$ cat src/rtl/core/iambic_morse_keyer_unit_defines.svh
// assertion macros shared by the keyer rtl
`ifndef IAMBIC_MORSE_KEYER_UNIT_DEFINES_SVH
`define IAMBIC_MORSE_KEYER_UNIT_DEFINES_SVH

`ifndef SYNTHESIS

// same-cycle implication, checked out of reset
`define IMK_ASSERT_IMP(label, clk, rst_n, ante, cons) \
  label: assert property (@(posedge clk) disable iff (!rst_n) (ante) |-> (cons)) \
    else $error("keyer assertion failed");

// next-cycle implication, checked out of reset
`define IMK_ASSERT_NXT(label, clk, rst_n, ante, cons) \
  label: assert property (@(posedge clk) disable iff (!rst_n) (ante) |=> (cons)) \
    else $error("keyer assertion failed");

// plain invariant
`define IMK_ASSERT_ALW(label, clk, rst_n, cond) \
  `IMK_ASSERT_IMP(label, clk, rst_n, 1'b1, cond)

`else

`define IMK_ASSERT_IMP(label, clk, rst_n, ante, cons)
`define IMK_ASSERT_NXT(label, clk, rst_n, ante, cons)
`define IMK_ASSERT_ALW(label, clk, rst_n, cond)

`endif

`endif

$ cat src/rtl/core/imk_pkg.sv
// shared types and constants of the iambic keyer
package imk_pkg;

  // sequencer phase codes
  localparam logic [1:0] PH_IDLE  = 2'd0;
  localparam logic [1:0] PH_MARK  = 2'd1;
  localparam logic [1:0] PH_SPACE = 2'd2;

  // element codes
  localparam logic [1:0] EL_NONE = 2'd0;
  localparam logic [1:0] EL_DIT  = 2'd1;
  localparam logic [1:0] EL_DAH  = 2'd2;
  localparam logic [1:0] EL_BOTH = 2'd3;

  // configuration register indexes
  localparam logic [1:0] CFG_MODE_B   = 2'd0;
  localparam logic [1:0] CFG_SWAP     = 2'd1;
  localparam logic [1:0] CFG_DIT_DEF  = 2'd2;
  localparam logic [1:0] CFG_DAH_DEF  = 2'd3;

  // limits and reset values
  localparam logic [7:0] TICK_MAX    = 8'd254;
  localparam logic [3:0] RPT_MAX     = 4'd10;
  localparam logic [7:0] DAH_MIN     = 8'd30;
  localparam logic [7:0] DAH_LIMIT   = 8'd254;
  localparam logic [7:0] DIT_RESET   = 8'd72;
  localparam logic [7:0] DAH_RESET   = 8'd216;
  localparam logic [7:0] DIT_STEP    = 8'd1;
  localparam logic [7:0] DAH_STEP    = 8'd3;

  typedef struct packed {
    logic       mode_b;
    logic       swap_paddles;
    logic [7:0] default_dit_len;
    logic [7:0] default_dah_len;
  } imk_cfg_t;

  typedef struct packed {
    logic [1:0] phase;
    logic [1:0] cur_el;
    logic [1:0] q_el;
    logic [7:0] tick;
    logic       tone;
    logic [7:0] dit_len;
    logic [7:0] dah_len;
    logic [7:0] el_len;
    logic [1:0] early;
    logic [1:0] late;
    logic [3:0] rpt;
  } imk_state_t;

  typedef struct packed {
    logic       tx_on;
    logic       sidetone;
    logic [7:0] dit_len_now;
    logic       sending;
  } imk_result_t;

  // status seen by the top level checks
  typedef struct packed {
    logic [1:0] phase;
    logic [7:0] tick;
    logic [3:0] rpt;
  } imk_status_t;

endpackage

$ cat src/rtl/core/imk_in_reg.sv
// input register holding one paddle sample word
module imk_in_reg (
  input  logic       clk,
  input  logic       rst_n,
  input  logic       in_tvalid,
  output logic       in_tready,
  input  logic [1:0] pad_in,
  input  logic       step,
  output logic       valid,
  output logic [1:0] pad
);

  logic       valid_r;
  logic       valid_nxt;
  logic [1:0] pad_r;
  logic       load;

  // free when empty or when the held word moves on this cycle
  assign in_tready = !valid_r || step;
  assign load      = in_tvalid && in_tready;

  always_comb begin
    valid_nxt = valid_r;
    if (load) begin
      valid_nxt = 1'b1;
    end else if (step) begin
      valid_nxt = 1'b0;
    end
  end

  always_ff @(posedge clk) begin
    if (!rst_n) begin
      valid_r <= 1'b0;
    end else begin
      valid_r <= valid_nxt;
    end
  end

  // payload
  always_ff @(posedge clk) begin
    if (load) begin
      pad_r <= pad_in;
    end
  end

  assign valid = valid_r;
  assign pad   = pad_r;

endmodule

$ cat src/rtl/core/imk_core.sv
// keyer sequencer: state register and single-pass next-state logic
module imk_core (
  input  logic                 clk,
  input  logic                 rst_n,
  input  imk_pkg::imk_cfg_t    cfg,
  input  logic                 step,
  input  logic [1:0]           pad,
  output imk_pkg::imk_result_t result,
  output imk_pkg::imk_status_t status
);

  imk_pkg::imk_state_t st_r;
  imk_pkg::imk_state_t st_nxt;

  // queue the opposite paddle once inside the mark or space window
  function automatic imk_pkg::imk_state_t sample_mem(imk_pkg::imk_state_t s,
                                                     logic [1:0] p);
    logic [1:0] m;
    imk_pkg::imk_state_t o;
    o = s;
    m = (s.tick >= {1'b0, s.dit_len[7:1]}) ? s.late : s.early;
    if ((s.tick < s.el_len) && (s.q_el == imk_pkg::EL_NONE)) begin
      o.q_el = p & m;
    end
    return o;
  endfunction

  // begin a mark; both paddles count as a dit
  function automatic imk_pkg::imk_state_t start_el(imk_pkg::imk_state_t s,
                                                   logic [1:0] el,
                                                   logic [1:0] p,
                                                   imk_pkg::imk_cfg_t c);
    logic [1:0] e;
    logic       long_el;
    imk_pkg::imk_state_t o;
    o = s;
    e = (el == imk_pkg::EL_BOTH) ? imk_pkg::EL_DIT : el;
    long_el = (e == imk_pkg::EL_DAH) != c.swap_paddles;
    o.cur_el = e;
    o.el_len = long_el ? s.dah_len : s.dit_len;
    o.early  = imk_pkg::EL_NONE;
    o.tick   = '0;
    o.late   = imk_pkg::EL_BOTH - e;
    if (!c.mode_b && (p == imk_pkg::EL_BOTH)) begin
      o.late = imk_pkg::EL_NONE;
    end
    o.phase = imk_pkg::PH_MARK;
    return o;
  endfunction

  // speed change after a long run of equal elements
  function automatic imk_pkg::imk_state_t speed_step(imk_pkg::imk_state_t s,
                                                     imk_pkg::imk_cfg_t c);
    imk_pkg::imk_state_t o;
    o = s;
    if (s.cur_el == imk_pkg::EL_DIT) begin
      o.dit_len = s.dit_len - imk_pkg::DIT_STEP;
      o.dah_len = s.dah_len - imk_pkg::DAH_STEP;
    end else begin
      o.dit_len = s.dit_len + imk_pkg::DIT_STEP;
      o.dah_len = s.dah_len + imk_pkg::DAH_STEP;
    end
    if ((o.dah_len < imk_pkg::DAH_MIN) || (o.dah_len >= imk_pkg::DAH_LIMIT)) begin
      o.dit_len = c.default_dit_len;
      o.dah_len = c.default_dah_len;
    end
    return o;
  endfunction

  // one tick: tone, counter, idle start, mark end, space end
  always_comb begin
    logic [1:0] nxt_el;
    imk_pkg::imk_state_t s;
    s = st_r;
    s.tone = ~st_r.tone;
    if (s.tick != imk_pkg::TICK_MAX) begin
      s.tick = s.tick + {7'd0, s.tone};
    end

    if ((s.phase == imk_pkg::PH_IDLE) && (pad != imk_pkg::EL_NONE)) begin
      s = start_el(s, pad, pad, cfg);
    end

    if (s.phase == imk_pkg::PH_MARK) begin
      if (s.tick < s.el_len) begin
        s = sample_mem(s, pad);
      end else begin
        s.tick   = '0;
        s.el_len = s.dit_len;
        s.early  = s.late;
        s.phase  = imk_pkg::PH_SPACE;
      end
    end

    nxt_el = imk_pkg::EL_NONE;
    if (s.phase == imk_pkg::PH_SPACE) begin
      if (s.tick < s.el_len) begin
        s = sample_mem(s, pad);
      end else begin
        nxt_el = (s.q_el == imk_pkg::EL_NONE) ? pad : s.q_el;
        if (nxt_el == imk_pkg::EL_BOTH) begin
          nxt_el = imk_pkg::EL_BOTH - s.cur_el;
        end
        if (nxt_el == s.cur_el) begin
          if (s.rpt < imk_pkg::RPT_MAX) begin
            s.rpt = s.rpt + 4'd1;
          end
        end else begin
          s.rpt = '0;
        end
        if (s.rpt >= imk_pkg::RPT_MAX) begin
          s = speed_step(s, cfg);
        end
        s.q_el   = imk_pkg::EL_NONE;
        s.cur_el = nxt_el;
        if (nxt_el != imk_pkg::EL_NONE) begin
          s = start_el(s, nxt_el, pad, cfg);
          s = sample_mem(s, pad);
        end else begin
          s.phase = imk_pkg::PH_IDLE;
        end
      end
    end
    st_nxt = s;
  end

  // state register, advanced once per word
  always_ff @(posedge clk) begin
    if (!rst_n) begin
      st_r.phase   <= imk_pkg::PH_IDLE;
      st_r.cur_el  <= imk_pkg::EL_NONE;
      st_r.q_el    <= imk_pkg::EL_NONE;
      st_r.tick    <= '0;
      st_r.tone    <= 1'b0;
      st_r.dit_len <= imk_pkg::DIT_RESET;
      st_r.dah_len <= imk_pkg::DAH_RESET;
      st_r.el_len  <= '0;
      st_r.early   <= imk_pkg::EL_NONE;
      st_r.late    <= imk_pkg::EL_NONE;
      st_r.rpt     <= '0;
    end else if (step) begin
      st_r <= st_nxt;
    end
  end

  // result from the state after this tick
  always_comb begin
    result.tx_on       = (st_nxt.phase == imk_pkg::PH_MARK);
    result.sidetone    = (st_nxt.phase == imk_pkg::PH_MARK) && st_nxt.tone;
    result.dit_len_now = st_nxt.dit_len;
    result.sending     = (st_nxt.phase != imk_pkg::PH_IDLE);
  end

  assign status.phase = st_r.phase;
  assign status.tick  = st_r.tick;
  assign status.rpt   = st_r.rpt;

endmodule

$ cat src/rtl/core/imk_out_reg.sv
// result register on the output side
module imk_out_reg (
  input  logic                 clk,
  input  logic                 rst_n,
  input  logic                 load,
  input  imk_pkg::imk_result_t result,
  output logic                 out_tvalid,
  input  logic                 out_tready,
  output logic                 can_load,
  output logic [15:0]          out_tdata
);

  logic                 valid_r;
  logic                 valid_nxt;
  imk_pkg::imk_result_t res_r;

  assign can_load = !valid_r || out_tready;

  always_comb begin
    valid_nxt = valid_r;
    if (load) begin
      valid_nxt = 1'b1;
    end else if (out_tready) begin
      valid_nxt = 1'b0;
    end
  end

  always_ff @(posedge clk) begin
    if (!rst_n) begin
      valid_r <= 1'b0;
    end else begin
      valid_r <= valid_nxt;
    end
  end

  // payload
  always_ff @(posedge clk) begin
    if (load) begin
      res_r <= result;
    end
  end

  assign out_tvalid = valid_r;
  assign out_tdata  = {5'd0, res_r.sending, res_r.dit_len_now, res_r.sidetone, res_r.tx_on};

endmodule

$ cat src/rtl/core/iambic_morse_keyer_unit.sv
// top level of the iambic paddle keyer
//
//   channel | direction | word contents
//   --------+-----------+--------------------------------------------------
//   in_     | sink      | one tick: dit and dah contact samples
//   out_    | source    | one result per tick: tx, sidetone, dit length, busy
//   cfg_    | write     | mode, swap, default dit and dah lengths
//
// one word per clock sustained while out_tready stays high; a word's result is offered
// once it has gone through the input register, then the sequencer pass into the result register.
// rst_n is synchronous and clears the sequencer to idle with reset lengths
// and the configuration to its reset values.
// when the result register is full and not taken, the input register keeps
// its word and in_tready drops once it is full; nothing is dropped or repeated.
`include "iambic_morse_keyer_unit_defines.svh"

module iambic_morse_keyer_unit (
  input  logic        clk,
  input  logic        rst_n,
  input  logic        in_tvalid,
  output logic        in_tready,
  input  logic [7:0]  in_tdata,   // [0] dit_contact, [1] dah_contact, rest zero
  output logic        out_tvalid,
  input  logic        out_tready,
  output logic [15:0] out_tdata,  // [0] tx_on, [1] sidetone, [9:2] dit_len_now,
                                  // [10] sending, rest zero
  input  logic        cfg_wen,
  input  logic [1:0]  cfg_index,
  input  logic [7:0]  cfg_wdata
);

  imk_pkg::imk_cfg_t    cfg_r;
  imk_pkg::imk_result_t result;
  imk_pkg::imk_status_t status;
  logic                 in_valid;
  logic [1:0]           pad;
  logic                 out_can;
  logic                 step;

  // configuration registers
  always_ff @(posedge clk) begin
    if (!rst_n) begin
      cfg_r.mode_b          <= 1'b0;
      cfg_r.swap_paddles    <= 1'b0;
      cfg_r.default_dit_len <= imk_pkg::DIT_RESET;
      cfg_r.default_dah_len <= imk_pkg::DAH_RESET;
    end else if (cfg_wen) begin
      case (cfg_index)
        imk_pkg::CFG_MODE_B:  cfg_r.mode_b          <= cfg_wdata[0];
        imk_pkg::CFG_SWAP:    cfg_r.swap_paddles    <= cfg_wdata[0];
        imk_pkg::CFG_DIT_DEF: cfg_r.default_dit_len <= cfg_wdata;
        imk_pkg::CFG_DAH_DEF: cfg_r.default_dah_len <= cfg_wdata;
        default: ;
      endcase
    end
  end

  // a held word moves through the sequencer when the result slot is free
  assign step = in_valid && out_can;

  imk_in_reg u_in (
    .clk       (clk),
    .rst_n     (rst_n),
    .in_tvalid (in_tvalid),
    .in_tready (in_tready),
    .pad_in    (in_tdata[1:0]),
    .step      (step),
    .valid     (in_valid),
    .pad       (pad)
  );

  imk_core u_core (
    .clk    (clk),
    .rst_n  (rst_n),
    .cfg    (cfg_r),
    .step   (step),
    .pad    (pad),
    .result (result),
    .status (status)
  );

  imk_out_reg u_out (
    .clk        (clk),
    .rst_n      (rst_n),
    .load       (step),
    .result     (result),
    .out_tvalid (out_tvalid),
    .out_tready (out_tready),
    .can_load   (out_can),
    .out_tdata  (out_tdata)
  );

  // checks
  `IMK_ASSERT_ALW(a_tick_sat, clk, rst_n, status.tick <= imk_pkg::TICK_MAX)
  `IMK_ASSERT_ALW(a_rpt_sat, clk, rst_n, status.rpt <= imk_pkg::RPT_MAX)
  `IMK_ASSERT_IMP(a_out_cons, clk, rst_n, out_tvalid, (!out_tdata[0] || out_tdata[10]) && (!out_tdata[1] || out_tdata[0]))
  `IMK_ASSERT_NXT(a_hold_state, clk, rst_n, !step, $stable(status))

endmodule
$ cat config.mk
export PLATFORM = sky130hd
export DESIGN_NAME = iambic_morse_keyer_unit
export DESIGN_NICKNAME = d
export VERILOG_FILES = /design/src/rtl/core/imk_pkg.sv /design/src/rtl/core/imk_in_reg.sv /design/src/rtl/core/imk_core.sv /design/src/rtl/core/imk_out_reg.sv /design/src/rtl/core/iambic_morse_keyer_unit.sv
export VERILOG_INCLUDE_DIRS = /design/src /design/src/rtl/core
export SDC_FILE = /design/constraint.sdc
export NUM_CORES = 1
export LEC_CHECK = 0
export BUFFER_PORTS_ARGS = -buffer_cell sky130_fd_sc_hd__buf_2
export CAP_MARGIN = 20
export CORE_ASPECT_RATIO = 1.2
export CORE_MARGIN = 1
export CORE_UTILIZATION = 60
export CTS_CLUSTER_DIAMETER = 60
export DETAILED_ROUTE_END_ITERATION = 8
export PLACE_DENSITY_LB_ADDON = 0.3
export SETUP_SLACK_MARGIN = 0.5
export SYNTH_ARGS = -nofsm -noshare
export SYNTH_HDL_FRONTEND = slang
export SYNTH_SLANG_ARGS = --single-unit
export TNS_END_PERCENT = 5
$ cat constraint.sdc
create_clock -name clk -period 15.19 [get_ports clk]
set_input_delay 1.519 -clock clk [delete_from_list [all_inputs] [get_ports clk]]
set_output_delay 1.519 -clock clk [all_outputs]
set_load 0.05 [all_outputs]
## Yosys cells after proc, flatten, opt, wreduce, memory -nomap -nowiden

Index checks and enable logic that the tools add are counted.

- $add $sub $neg: 9
- $lt $le $gt $ge: 10
- Equal/unequal tests: 16
- Mux-type cells: 46
- Bitwise operators: 4
- Reductions and logical operators: 26

Operators with widths:

| kind | number |
|---|---|
| 2-to-1 mux 47 bit | 4 |
| 2-to-1 mux 41 bit | 2 |
| 2-to-1 mux 16 bit | 5 |
| 2-to-1 mux 45 bit | 1 |
| 2-to-1 mux 2 bit | 19 |
| 2-to-1 mux 32 bit | 1 |
| 2-to-1 mux 8 bit | 4 |
| equality test 2 bit, second input constant | 8 |
| >= comparator 8 x 7 -> 1 bit | 2 |
| less-than comparator 8 bit | 2 |
| 2-to-1 mux 4 bit | 4 |
| 2-to-1 mux 10 bit | 1 |
| nonzero test 2 bit | 5 |
| adder 8 x 1 -> 8 bit | 1 |
| adder 8 x 1 -> 8 bit, second input constant | 1 |
| adder 8 x 2 -> 8 bit, second input constant | 1 |
| equality test 2 x 1 -> 1 bit, second input constant | 4 |
| >= comparator 8 bit, second input constant | 1 |
| zero test 2 bit | 4 |
| less-than comparator 1 x 8 -> 1 bit, first input constant | 1 |
| less-than comparator 8 x 5 -> 1 bit, second input constant | 1 |
| != test 8 bit, second input constant | 1 |
| AND reduction 2 bit | 4 |
| subtractor 8 x 1 -> 8 bit, second input constant | 1 |
| 14 further kinds | 33 |

- Bits in registers: 80
- Input port bits: 23
- Output and inout port bits: 18
- Logic and storage cells: 133

## Longest topological paths before layout

- Depth in word-level cells: 41
- Gate-level depth with buffers: 31
- Gate-level depth less buffers: 28

## Modules after synthesis

Synthesis repeated with hierarchy kept, for this count alone.

- Cell total of the unflattened synthesis: 857
- Area, all modules: 6734.0 µm²

By module, submodules not included:

| module | instances | cells each | area an instance (µm²) | sequential area each (µm²) |
|---|---|---|---|---|
| imk_core | 1 | 752 | 5444.0 | 940.9 |
| iambic_morse_keyer_unit | 1 | 77 | 752.0 | 360.3 |
| imk_out_reg | 1 | 21 | 420.4 | 350.3 |
| imk_in_reg | 1 | 7 | 117.6 | 80.1 |

## Least setup slack after synthesis

Ideal clock, no wire load.

- Path type: reg-to-reg
- Start point: register u_in.pad_r[1] (netlist: u_in.pad[1])
- End point: register u_core.st_r[41] (netlist name)
- Setup time: 92 ps
- Data arrival time: 5903 ps
- Required time: 15098 ps
- Setup slack: 9194 ps
- Cell stages (with the launch flop): 28
- Buffers on the path: 6
- Period minus slack after synthesis: 5996 ps
- Path through: edfxtp_1 buf_2 or2_0 buf_4 nand2_2 buf_1 clkbuf_1 a21oi_1 ha_1 nand3_1 o31ai_1 o2111ai_2 a211oi_2 clkbuf_1 clkbuf_1 or2_2 ha_1 nand2b_1 a21o_1 a21o_1 a21o_1 a21o_1 a21o_1 a2111o_1 mux2_2 o311ai_0 a211oi_1 o32ai_1

- Longest elaborated chain between the ends: 32
- Elaborated cells between the ends (all ways): 73
- Those cells by class: 3 x add/sub; 9 x order compare; 11 x eq/ne; 39 x mux; 3 x bitwise; 8 x reduce/logical

Ends and longest elaborated chain:

| element | RTL line | text |
|---|---|---|
| start, declared | imk_in_reg.sv:15 | `logic [1:0] pad_r;` |
| start signal, assigned | imk_in_reg.sv:42 | `pad_r <= pad_in;` |
| equality test 2 bit | imk_core.sv:37, imk_core.sv:44 |  |
| 2-to-1 mux 2 bit | imk_core.sv:37 | `e = (el == imk_pkg::EL_BOTH) ? imk_pkg::EL_DIT : el;` |
| equality test 2 bit | imk_core.sv:38 | `long_el = (e == imk_pkg::EL_DAH) != c.swap_paddles;` |
| != test 1 bit | imk_core.sv:38 |  |
| 2-to-1 mux 8 bit | imk_core.sv:40 | `o.el_len = long_el ? s.dah_len : s.dit_len;` |
| 2-to-1 mux 47 bit | imk_core.sv:80 | `if ((s.phase == imk_pkg::PH_IDLE) && (pad != imk_pkg::EL_NONE)) begin` |
| less-than comparator 8 bit | imk_core.sv:22, imk_core.sv:85 |  |
| logical AND 1 bit | imk_core.sv:22 | `if ((s.tick < s.el_len) && (s.q_el == imk_pkg::EL_NONE)) begin` |
| [16 not listed] | -- |  |
| 2-to-1 mux 41 bit | imk_core.sv:96 | `if (s.phase == imk_pkg::PH_SPACE) begin` |
| >= comparator 1 x 7 -> 1 bit | imk_core.sv:21 | `m = (s.tick >= {1'b0, s.dit_len[7:1]}) ? s.late : s.early;` |
| 2-to-1 mux 2 bit | imk_core.sv:21 |  |
| AND 2 bit | imk_core.sv:23 | `o.q_el = p & m;` |
| 2-to-1 mux 2 bit | imk_core.sv:22 |  |
| 2-to-1 mux 45 bit | imk_core.sv:116 | `if (nxt_el != imk_pkg::EL_NONE) begin` |
| 2-to-1 mux 47 bit | imk_core.sv:97 | `if (s.tick < s.el_len) begin` |
| 2-to-1 mux 47 bit (*) | imk_core.sv:96 |  |
| end signal, assigned | imk_core.sv:142 | `st_r <= st_nxt;` |
| end, declared | imk_core.sv:12 | `imk_pkg::imk_state_t st_r;` |

Mark *: on every way between the ends. The rest lies on a longest branch, timed or not. The select of a mux whose other input is x is not followed.
A chain may end at the register's enable or synchronous reset.

## Worst setup path in the final report

- Start point: register u_in.pad_r[0] (netlist: u_in.pad[0])
- End point: register u_core.st_r (netlist bit u_core.status[5])

- Longest elaborated chain between the ends: 21
- Elaborated cells between the ends (all ways): 38
- Those cells by class: 2 x add/sub; 3 x order compare; 6 x eq/ne; 20 x mux; 1 x bitwise; 6 x reduce/logical

Ends and longest elaborated chain:

| element | RTL line | text |
|---|---|---|
| equality test 2 bit | imk_core.sv:37, imk_core.sv:44 |  |
| 2-to-1 mux 2 bit | imk_core.sv:37 |  |
| equality test 2 bit | imk_core.sv:38 |  |
| != test 1 bit | imk_core.sv:38 |  |
| 2-to-1 mux 8 bit | imk_core.sv:40 |  |
| 2-to-1 mux 47 bit | imk_core.sv:80 |  |
| less-than comparator 8 bit | imk_core.sv:22, imk_core.sv:85 |  |
| logical AND 1 bit | imk_core.sv:22 |  |
| [5 not listed] | -- |  |
| equality test 2 bit | imk_core.sv:101 | `if (nxt_el == imk_pkg::EL_BOTH) begin` |
| 2-to-1 mux 2 bit | imk_core.sv:101 |  |
| 2-to-1 mux 2 bit | imk_core.sv:97 |  |
| 2-to-1 mux 2 bit | imk_core.sv:96 |  |
| nonzero test 2 bit | imk_core.sv:116 |  |
| 2-to-1 mux 45 bit | imk_core.sv:116 |  |
| 2-to-1 mux 47 bit | imk_core.sv:97 |  |
| 2-to-1 mux 47 bit (*) | imk_core.sv:96 |  |

Marked as above.

==> qor.txt <==
Rel. slew slack: 35.4%
Worst-path clk slew: 70 ps
Antenna diodes: 0
Clock Skew: 5.53 ps
Worst Hold Class: reg -> reg
P&R area growth vs syn: 6.68%
Synth async-reset ratio: 0%
post-synth top area share: 20.8%
number of synthesized flops with an enable pin: 13
RSZ-0062 raised after global routing: no
Worst Path Max Fanout: 27
post-DR vias/cell: 6.52
post-route ant nets: 0
DRT iter0 DRCs: 389
GRT Util Overall: 31.1%
Worst Setup End Kind: register
Lkg Pwr: 2.88 nW
clock net sink count: 80
layout cells sized above 1: 11.5%
Slew Limit Fails: 0
Root Driver: clkbuf_16
Worst-Skew Late Latency: 350 ps
WS Path Type: reg -> reg
cts bufs inserted: 9
vias in the first global route: 5728
IO buf count: 29
post-synthesis register bit count: 80
drt drc: 0
ys flop type: dfxtp_1
Initial Util: 61.4%
nets: 878
Tightest Pin Transition: 970 ps
Die W: 96.7 um
Rows: 41
maximum vdd ir drop: 0.0527 mV
register area share after synthesis: 26.8%
Core ar.: 10500 um^2
WP data required: 15470 ps
crit share post-route: 47.5%
synthesized area per cell: 7.96 um^2
I/O Pins: 41
first-pass GRT wire length: 27.9 mm
Placed Instance Area: 6590 um^2
Worst Setup Start Kind: register
Final setup viols: 0
Mapped Cells: 812
CTS tree: yes
CP Data Arrival Time: 7490 ps
initial antenna violation count: 0
Netlist Area Pre-Place: 6460 um^2
Vias: 6161
HPWL after DPL: 13.0 mm
PD cells: 91.5 nW/um^2
pin count of the biggest net entering global routing: 57
Final Hold Fails: 0
worst-case clock buffer depth: 2
DRT Pass-1 Iters: 6
cts repair resizes: 0
grt ovf: 0
routability cong.: 0.976
CTS H-tree lvls: 3
Fmax: 139 MHz
Die ar.: 11200 um^2
largest area contributor in the netlist: dfxtp_1
post-synth cell types: 98
Avg WL per Cell: 18.5 um
setup_tns: 0 ps
post-route cell area: 6890 um^2
ranking of synthesized cells by area: dfxtp_1 (21%), ha_1 (8.1%), edfxtp_1 (6.0%)
outcome: complete, no violations
Max Cap Viol: 0
Post-CTS Repair Setup Buffers: 0
min Tclk post-route: 7210 ps
Hold-fix buffers, CTS: 0
yosys warns: 0
Detailed Route WL: 17.4 mm
DIE HEIGHT: 116 um
[report_power, final]
| group | switching [W] | total, W | internal, W | leakage (nW) |
|---|---|---|---|---|
| logic | 0.000114 | 0.000177 | 0.0000625 | 2.07 |
| registers | 0.00000735 | 0.000231 | 0.000223 | 0.662 |
| clock network | 0.0000990 | 0.000223 | 0.000124 | 0.149 |
| total | 0.000220 | 0.000631 | 0.000410 | 2.88 |
[cells by family (layout without fill, tap and decap cells)]
logic type,count (synthesis),count (layout),synth area share [%]
mux,24,24,3.78
fa+ha+maj,44,44,8.75
other cells,1,5,0.0581
compound gates,236,236,26.2
xor+xnor,19,19,2.69
buf+inv,82,82,5.64
flops,80,80,26.8
simple gates,326,326,26.1
[sequential cells by signal, summed over array words and instances, names as in the netlist]
| signal | count |
|---|---|
| cfg_r | 18 |
| u_core.st_r | 33 |
| u_core.status | 14 |
| u_in.pad | 2 |
| u_in.valid | 1 |
| u_out.out_tdata | 11 |
| u_out.out_tvalid | 1 |
[placed cells by master (no fill, tap or decap), drive strengths merged, types with 5 or more instances in the layout]
master / instances
nand2: 94
nand3: 26
a22oi: 5
or2: 12
nand4: 6
o211ai: 15
nor2: 83
o31ai: 5
nor2b: 20
buf: 34
a21boi: 12
nand2b: 9
edfxtp: 13
nor4: 9
o211a: 5
ha: 42
o21bai: 5
a21o: 13
a221oi: 6
mux2i: 21
o21a: 5
o22ai: 9
dfxtp: 67
xor2: 7
and2: 11
o21ai: 36
a211oi: 10
nor3: 19
clkbuf: 10
xnor2: 12
nor3b: 10
inv: 36
conb: 5
and3: 9
or3: 5
o311a: 5
a21oi: 60
a31oi: 6
[through the flow]
stage / hold slack [ps] / util [%] / setup WS [ps] / cells / power [W]
after CTS: 474 / 65.5 / 8140 / 945 / 0.000628
after global routing: 496 / 65.5 / 7650 / 945 / 0.000657
after detailed placement: 464 / 62.6 / 8190 / 929 / 0.000408
final: 472 / 65.5 / 7980 / 945 / 0.000631
after global placement: 454 / 62.6 / 8390 / 929 / 0.000402
after floorplan: 440 / - / 9190 / 816 / 0.000371
[critical path: stages, from the launching register on]
cell and delay, ps:
edfxtp_1 550, or2_0 460, nand2_2 450, o21ai_0 300, inv_1 110, ha_1 310, nand3_1 70, o31ai_1 380
o2111ai_2 350, a211oi_4 560, buf_4 360, a21oi_1 90, o22ai_1 280, ha_1 300, a21oi_1 140, nor2b_1 60
o21ai_0 150, nand2b_1 110, or3_1 370, o21ai_1 470, nor3b_2 200, buf_4 250, nor3_1 500, a22oi_1 160
nor2b_1 140
[path summary, 6_finish.rpt]
| path | startpoint | to | slack (ps) | depth (start not counted) |
|---|---|---|---|---|
| max | u_in.pad[0]$_DFFE_PP_ | u_core.status[5]$_SDFFE_PN0P_ | 7980 | 24 |
| min | u_core.st_r[6]$_SDFFE_PN0P_ | u_core.st_r[6]$_SDFFE_PN0P_ | 470 | 2 |
| max reg2reg | u_in.pad[0]$_DFFE_PP_ | u_core.status[5]$_SDFFE_PN0P_ | 7980 | 24 |
| min reg2reg | u_core.st_r[6]$_SDFFE_PN0P_ | u_core.st_r[6]$_SDFFE_PN0P_ | 470 | 2 |
[cells in the mapped netlist (7+ instances only)]
cell      instances
nand2b_1          9
edfxtp_1         13
nor2_1           80
a21o_1           13
nand2_1          92
buf_2            15
o211ai_1         15
xor2_1            7
ha_1             42
dfxtp_1          67
a21oi_1          59
mux2i_1          21
nor2b_1          20
inv_1            31
nand3_1          25
clkbuf_1         25
nor3b_1          10
nor3_1           16
a211oi_1          9
or2_2            10
and2_1           10
o21ai_0          30
o22ai_1           9
xnor2_1          11
a21boi_0         11
and3_1            9
[layout make-up]
cell class	instances	area (um^2)
clock inverters	6	53.8
fillers	882	3620
inverters	32	120
repair buffers	34	183
flip-flops and latches	80	1730
multi-input cells	654	4390
well taps	129	161
clock buffers	10	250
[metal layers]
metal | part of all wire [%] | vias to the layer above | track usage, %
met5 | 0 | - | 0
met4 | 5.4 | 0 | 20.6
met3 | 5.4 | 61 | 4.83
met2 | 48 | 250 | 52.9
met1 | 41 | 2891 | 36.8
li1 | - | 2959 | -
No activity file was read; power rests on OpenSTA's default activity.
